[config.mk]
export PLATFORM = sky130hd
export DESIGN_NAME = kap_div
export DESIGN_NICKNAME = d
export VERILOG_FILES = /design/src/rtl/core/kap_div.sv
export SDC_FILE = /design/constraint.sdc
export NUM_CORES = 1
export LEC_CHECK = 0
export BUFFER_PORTS_ARGS = -buffer_cell sky130_fd_sc_hd__buf_2
export CAP_MARGIN = 10
export CORE_UTILIZATION = 47
export CTS_CLUSTER_DIAMETER = 40
export DETAILED_ROUTE_END_ITERATION = 8
export GPL_TIMING_DRIVEN = 1
export PLACE_DENSITY = 0.68
export SYNTH_ARGS = -nofsm -noshare
export SYNTH_HDL_FRONTEND = slang
export SYNTH_SLANG_ARGS = --single-unit
[constraint.sdc]
create_clock -name aclk -period 4.2 [get_ports aclk]
set_input_delay 1.05 -clock aclk [delete_from_list [all_inputs] [get_ports aclk]]
set_output_delay 1.05 -clock aclk [all_outputs]
set_load 0.1 [all_outputs]
[src/rtl/core/kap_div.sv]
// ----------------------------------------------------------------------------
// kap_div - radix-2 fixed-point divider
// Signed quotient n/d with FRAC_BITS fraction bits, truncated toward zero
// and saturated to the word; zero divisor gives zero. One bit per cycle.
// ----------------------------------------------------------------------------
module kap_div #(
    parameter int WORD_WIDTH = 32,
    parameter int FRAC_BITS  = 16
) (
    input  logic                         aclk,
    input  logic                         aresetn,
    input  logic                         start,
    input  logic signed [WORD_WIDTH-1:0] num,
    input  logic signed [WORD_WIDTH-1:0] den,
    output logic                         done,
    output logic signed [WORD_WIDTH-1:0] quot
);
    localparam int STEPS = WORD_WIDTH + FRAC_BITS;
    localparam int CW    = $clog2(STEPS + 1);

    logic [WORD_WIDTH-1:0] un_reg, ud_reg;
    logic [WORD_WIDTH:0]   r_reg;
    logic [WORD_WIDTH:0]   q_reg;
    logic                  neg_reg, busy_reg, zero_reg;
    logic [CW-1:0]         cnt_reg;
    logic [WORD_WIDTH:0]   limit;
    logic [WORD_WIDTH:0]   r_sh, q_sh, q_new;
    logic                  bit_in;

    assign limit = neg_reg ? (WORD_WIDTH+1)'(1) << (WORD_WIDTH-1)
                           : ((WORD_WIDTH+1)'(1) << (WORD_WIDTH-1)) - 1'b1;
    assign bit_in = (cnt_reg > CW'(FRAC_BITS)) ? un_reg[WORD_WIDTH-1] : 1'b0;
    assign r_sh  = {r_reg[WORD_WIDTH-1:0], bit_in};
    assign q_sh  = {q_reg[WORD_WIDTH-1:0], 1'b0};

    always_comb begin
        q_new = q_sh;
        if (r_sh >= {1'b0, ud_reg}) begin
            q_new = q_sh | (WORD_WIDTH+1)'(1);
        end
        if (q_new > limit) begin
            q_new = limit;
        end
    end

    always_ff @(posedge aclk) begin
        if (!aresetn) begin
            busy_reg <= 1'b0;
            done     <= 1'b0;
            cnt_reg  <= '0;
        end else begin
            done <= 1'b0;
            if (start) begin
                busy_reg <= 1'b1;
                cnt_reg  <= CW'(STEPS);
                neg_reg  <= num[WORD_WIDTH-1] ^ den[WORD_WIDTH-1];
                un_reg   <= num[WORD_WIDTH-1] ? WORD_WIDTH'(-num) : WORD_WIDTH'(num);
                ud_reg   <= den[WORD_WIDTH-1] ? WORD_WIDTH'(-den) : WORD_WIDTH'(den);
                zero_reg <= (den == '0);
                r_reg    <= '0;
                q_reg    <= '0;
            end else if (busy_reg) begin
                if (cnt_reg > CW'(FRAC_BITS)) begin
                    un_reg <= {un_reg[WORD_WIDTH-2:0], 1'b0};
                end
                r_reg   <= (r_sh >= {1'b0, ud_reg}) ? r_sh - {1'b0, ud_reg} : r_sh;
                q_reg   <= q_new;
                cnt_reg <= cnt_reg - 1'b1;
                if (cnt_reg == CW'(1)) begin
                    busy_reg <= 1'b0;
                    done     <= 1'b1;
                end
            end
        end
    end

    always_comb begin
        if (zero_reg) begin
            quot = '0;
        end else if (neg_reg) begin
            quot = WORD_WIDTH'(-$signed({1'b0, q_reg}));
        end else begin
            quot = WORD_WIDTH'(q_reg);
        end
    end
endmodule

Word level (Yosys, flattened, before mapping)
Cells that the tools add are included.
- register bits: 138
- input bits: 67
- output and inout port bits: 33
- $add $sub $neg: 5
- order comparisons: 3
- equality and inequality tests: 1
- muxes and demuxes: 20
- bitwise logic cells: 3
- reductions and logical operators: 8
- operator list (cell ; count):
    $mux W32 ; 11
    $neg A32 Y32 ; 3
    $ge A33 B32 Y1 ; 1
    $gt A33 B32 Y1 ; 1
    $logic_not A32 Y1 ; 1
    $sub A32 B32 Y32 ; 1
    $mux W31 ; 1
    $mux W6 ; 2
    $eq A6 B1 Y1 const B ; 1
    $gt A6 B5 Y1 const B ; 1
    $mux W1 ; 6
    $sub A6 B1 Y6 const B ; 1
    $reduce_and A2 Y1 ; 2
    $reduce_bool A2 Y1 ; 2
    $reduce_and A3 Y1 ; 1
    $reduce_or A3 Y1 ; 1
    $not A1 Y1 ; 2
    $reduce_or A2 Y1 ; 1
    $xor A1 B1 Y1 ; 1

Depth between registers and ports, before layout
- depth in word-level cells: 7
- depth in mapped cells: 26
- depth with buffers taken out: 22

Least setup slack after synthesis
Ideal clock, no wire load.
- kind: register -> output
- start: reg q_reg[13]
- end: out quot[29]
- data arrival time: 3.625 ns
- setup slack: -0.475 ns
- stages on the path, launching flop included: 10
- path buffers: 0
- cells stage by stage: edfxtp_1 or4_1 nor4_1 nor2b_1 nor2b_1 nand2_1 or3_1 o31ai_1 xor2_1 nor2_1
- word-level cells in the longest chain between the ends: 3
- ends and longest elaborated chain (element ; RTL line ; text):
    start: declaration ; 23 ; logic [WORD_WIDTH:0] q_reg;
    start signal: assignment ; 67 ; q_reg <= q_new;
    $neg A32 Y32 ; 81 ; quot = WORD_WIDTH'(-$signed({1'b0, q_reg}));
    $mux W32 ; 80 ; end else if (neg_reg) begin
    $mux W32 ; 78 ; if (zero_reg) begin
    end: declaration ; 16 ; output logic signed [WORD_WIDTH-1:0] quot
Every way passes these cells.

Worst setup path after layout
- start: reg q_reg[22]
- end: out quot[29]
Same word-level chain as after synthesis.

==> results.md <==
- XOR/XNOR Fraction of Synth Area: 10.6%
- Cell taking the most area after synthesis: edfxtp_1
- IO Count: 100
- Total power: 4660 uW
- Area contributors post-synth: edfxtp_1 40%, ha_1 8.8%, xor2_1 6.2%, a21oi_1 4.9%, xnor2_1 4.4%
- Post-synth EDFFs: 130
- DRT antenna net count: 0
- Most frequent cells in the layout: 130 x edfxtp_1, 95 x nand2_1, 95 x a21oi_1, 86 x nor2_1, 86 x buf_2
- Core ar.: 0.0204 mm2
- Die width: 147 um
- Compound-Gate Fraction of Synth Area: 18.8%
- Total track usage: 20.7%
- Number of remaining DRC errors: 0
- H-tree depth: 4
- Post-place setup slack: 0.163 ns
- Count of different cell masters after synthesis: 55
- Height of the die: 147 um
- Yosys reg bits: 138
- Fmax: 240 MHz
- Main combinational cell family by area after synthesis: compound AO/OA/AOI/OAI gates
- Final WL: 21500 um
- Clock Latency Late Sink: 0.43 ns
- Mux cell area share after synthesis: 0.420%
- Pins Over Slew Limit: 0
- Power Density: 399 mW/mm2
- Hold Vio Cnt, Final: 0
- Final nets: 1281
- Number of diodes: 0
- Commonest non-fill, non-tap cell in the layout: edfxtp_1
- Core Util, Final: 57.3%
- Ys Warns: 0
- Simple-gate area share of the yosys netlist: 15.8%
- DR vias: 8002
- Initial antenna violation count: 0
- CTS max path bufs: 2
- FP Rows: 52
- CP Data Required Time: 3.15 ns
- Die Area: 0.0215 mm2
- Area Overhead vs Synth: 18.7%
- Hold_buf cts: 0
- Synth top area share: 39.7%
- Worst Hold Endpoint: cnt_reg[1]
- Hold path cells: 2
- Post-Syn Area per Cell: 9.37 um2
- RSZ-0062 raised after global routing: yes
- Mapped Area: 0.00982 mm2
- Root buf cell: clkbuf_16
- WL/cell: 15.1 um
- Share of layout cells above drive strength 1: 18.3%
- Crit path max fanout: 4
- Clock Sinks: 138
- R2R cell count: 16
- Hpwl dp: 15200 um
- Hold WC Path Type: reg2reg
- Adder-Cell Fraction of Synth Area: 8.99%
- Congestion Overflow GR: 0
- WS Path Type: reg2out
- Max IR drop VDD: 295 uV
- Vias in the first global route: 7496
- Top FF cell, synth: edfxtp_1
- GP Congestion: 0.856
- First-pass iteration count of the detailed router: 5
- Post-route setup slack: 0.0278 ns
- Worst relative slew slack: 45.0%
- Setup-failing EPs final: 0
- Largest net degree at the start of global routing: 85
- Clk slew on worst S/H paths: 0.06 ns
- Worst setup SP type: register
- CTS Buf Count: 17
- Net count after synthesis: 1185
- Outcome: complete, no violations
- Initial core utilization: 48.2%
- Final worst-path cycle share: 99.3%
- LEAKAGE: 0.00489 uW
- Crit Reg-Reg Endpoint: r_reg[30]
- TritonCTS clock tree: yes
- Sequential-to-total area share from yosys stat: 41.4%
- Initial DRC Count: 510
- First-pass GRT wire length: 36100 um
- R2r startpoint: cnt_reg[0]
- Crit path arrival time: 3.12 ns
- CP endpoint kind: output port
- Least-Margin Pin Slew: 0.825 ns
- Tmin final: 4.17 ns
- Ys async rst share: 0%
- Gate Count Post-Synth: 1048
- Max_cap viols: 0
- I/O Buffers: 99
- Avg Vias per Cell: 5.61
- FF-to-FF setup slack: 0.16 ns
- Hold wc startpoint: cnt_reg[1]
- Final Skew: 0.00912 ns
timing repair:
item	4_1_cts	5_1_grt
hold endpoints to repair	0	0
cloned	0	0
pin swaps	4	3
endpoints found under the setup margin	11	42
setup buffers	6	1
resized for setup	12	21
power breakdown:
part / total (uW) / leakage (uW) / internal [uW] / switching [uW]
Clock: 1600 / 0.000299 / 996 / 608
Sequential: 1740 / 0.00131 / 1670 / 76.4
Combinational: 1310 / 0.00328 / 498 / 812
layer usage:
| metal | global-route usage (%) | share of wire [%] | vias to the layer above |
|---|---|---|---|
| met4 | 5.83 | 1.0 | 0 |
| met3 | 3.38 | 3.8 | 19 |
| met5 | 0 | 0 | - |
| met1 | 28.4 | 48 | 3809 |
| li1 | - | - | 4023 |
| met2 | 33.6 | 47 | 151 |
layout make-up:
class	instances	area, um2
inverters	53	199
clock inverters	14	193
multi-input cells	805	5570
fillers	1727	8700
well taps	270	338
repair buffers	129	870
clock buffers	18	429
flip-flops and latches	138	4060
worst max-delay path, stage by stage (launching register included):
cell      delay (ns)
edfxtp_1        0.46
or4_4           0.60
or4_1           0.49
or3_4           0.44
o31ai_4         0.21
xor2_1          0.24
nor2_2          0.07
buf_12          0.18
logic make-up (layout without fill, tap and decap cells):
| kind of cell | Yosys count | count (layout) |
|---|---|---|
| compound gates | 291 | 291 |
| xor+xnor | 119 | 119 |
| fa+ha+maj | 70 | 70 |
| buf+inv | 105 | 214 |
| flops | 138 | 138 |
| mux | 4 | 4 |
| simple gates | 321 | 321 |
how the worst max path moves through the flow:
stage,startpoint,to,slack (ns),depth (start not counted)
floorplan,q_reg[13],quot[29],-0.02,9
global placement,q_reg[6],quot[31],0.21,9
detailed placement,q_reg[13],quot[31],0.16,10
CTS,q_reg[13],quot[31],0.009,10
global route,q_reg[12],quot[29],-0.05,10
finish,q_reg[22],quot[29],0.03,7
cells in the mapped netlist, drive strengths merged, types with 3 or more instances:
library cell    n
or3            22
o21bai          4
inv            53
nor4           13
or4            15
a211oi         12
xor2           70
o21a            7
xnor2          49
nand3          12
buf             7
o211ai          5
nor3           10
clkbuf         45
ha             69
and3            7
a31oi           4
nor2b          11
a21o           50
a21oi          97
a211o           3
o41ai          13
nand2b         10
mux2i           3
o21ai          62
o31ai          22
nand2          95
nand4          15
dfxtp           8
a21boi          3
edfxtp        130
nor2          101
a311o           3
metrics by stage:
| step | TNS [ns] | instance area (um2) | cells | hold slack (ns) |
|---|---|---|---|---|
| 6_report | 0 | 11700 | 1427 | 0.526 |
| 5_1_grt | -0.144 | 11700 | 1427 | 0.584 |
| 4_1_cts | 0 | 11500 | 1426 | 0.532 |
| 3_5_place_dp | 0 | 10800 | 1388 | 0.488 |
| 3_3_place_gp | 0 | 10800 | 1388 | 0.490 |
| 2_1_floorplan | -0.0245 | 9870 | 1048 | 0.469 |
Power figures use the tool's default switching activity.
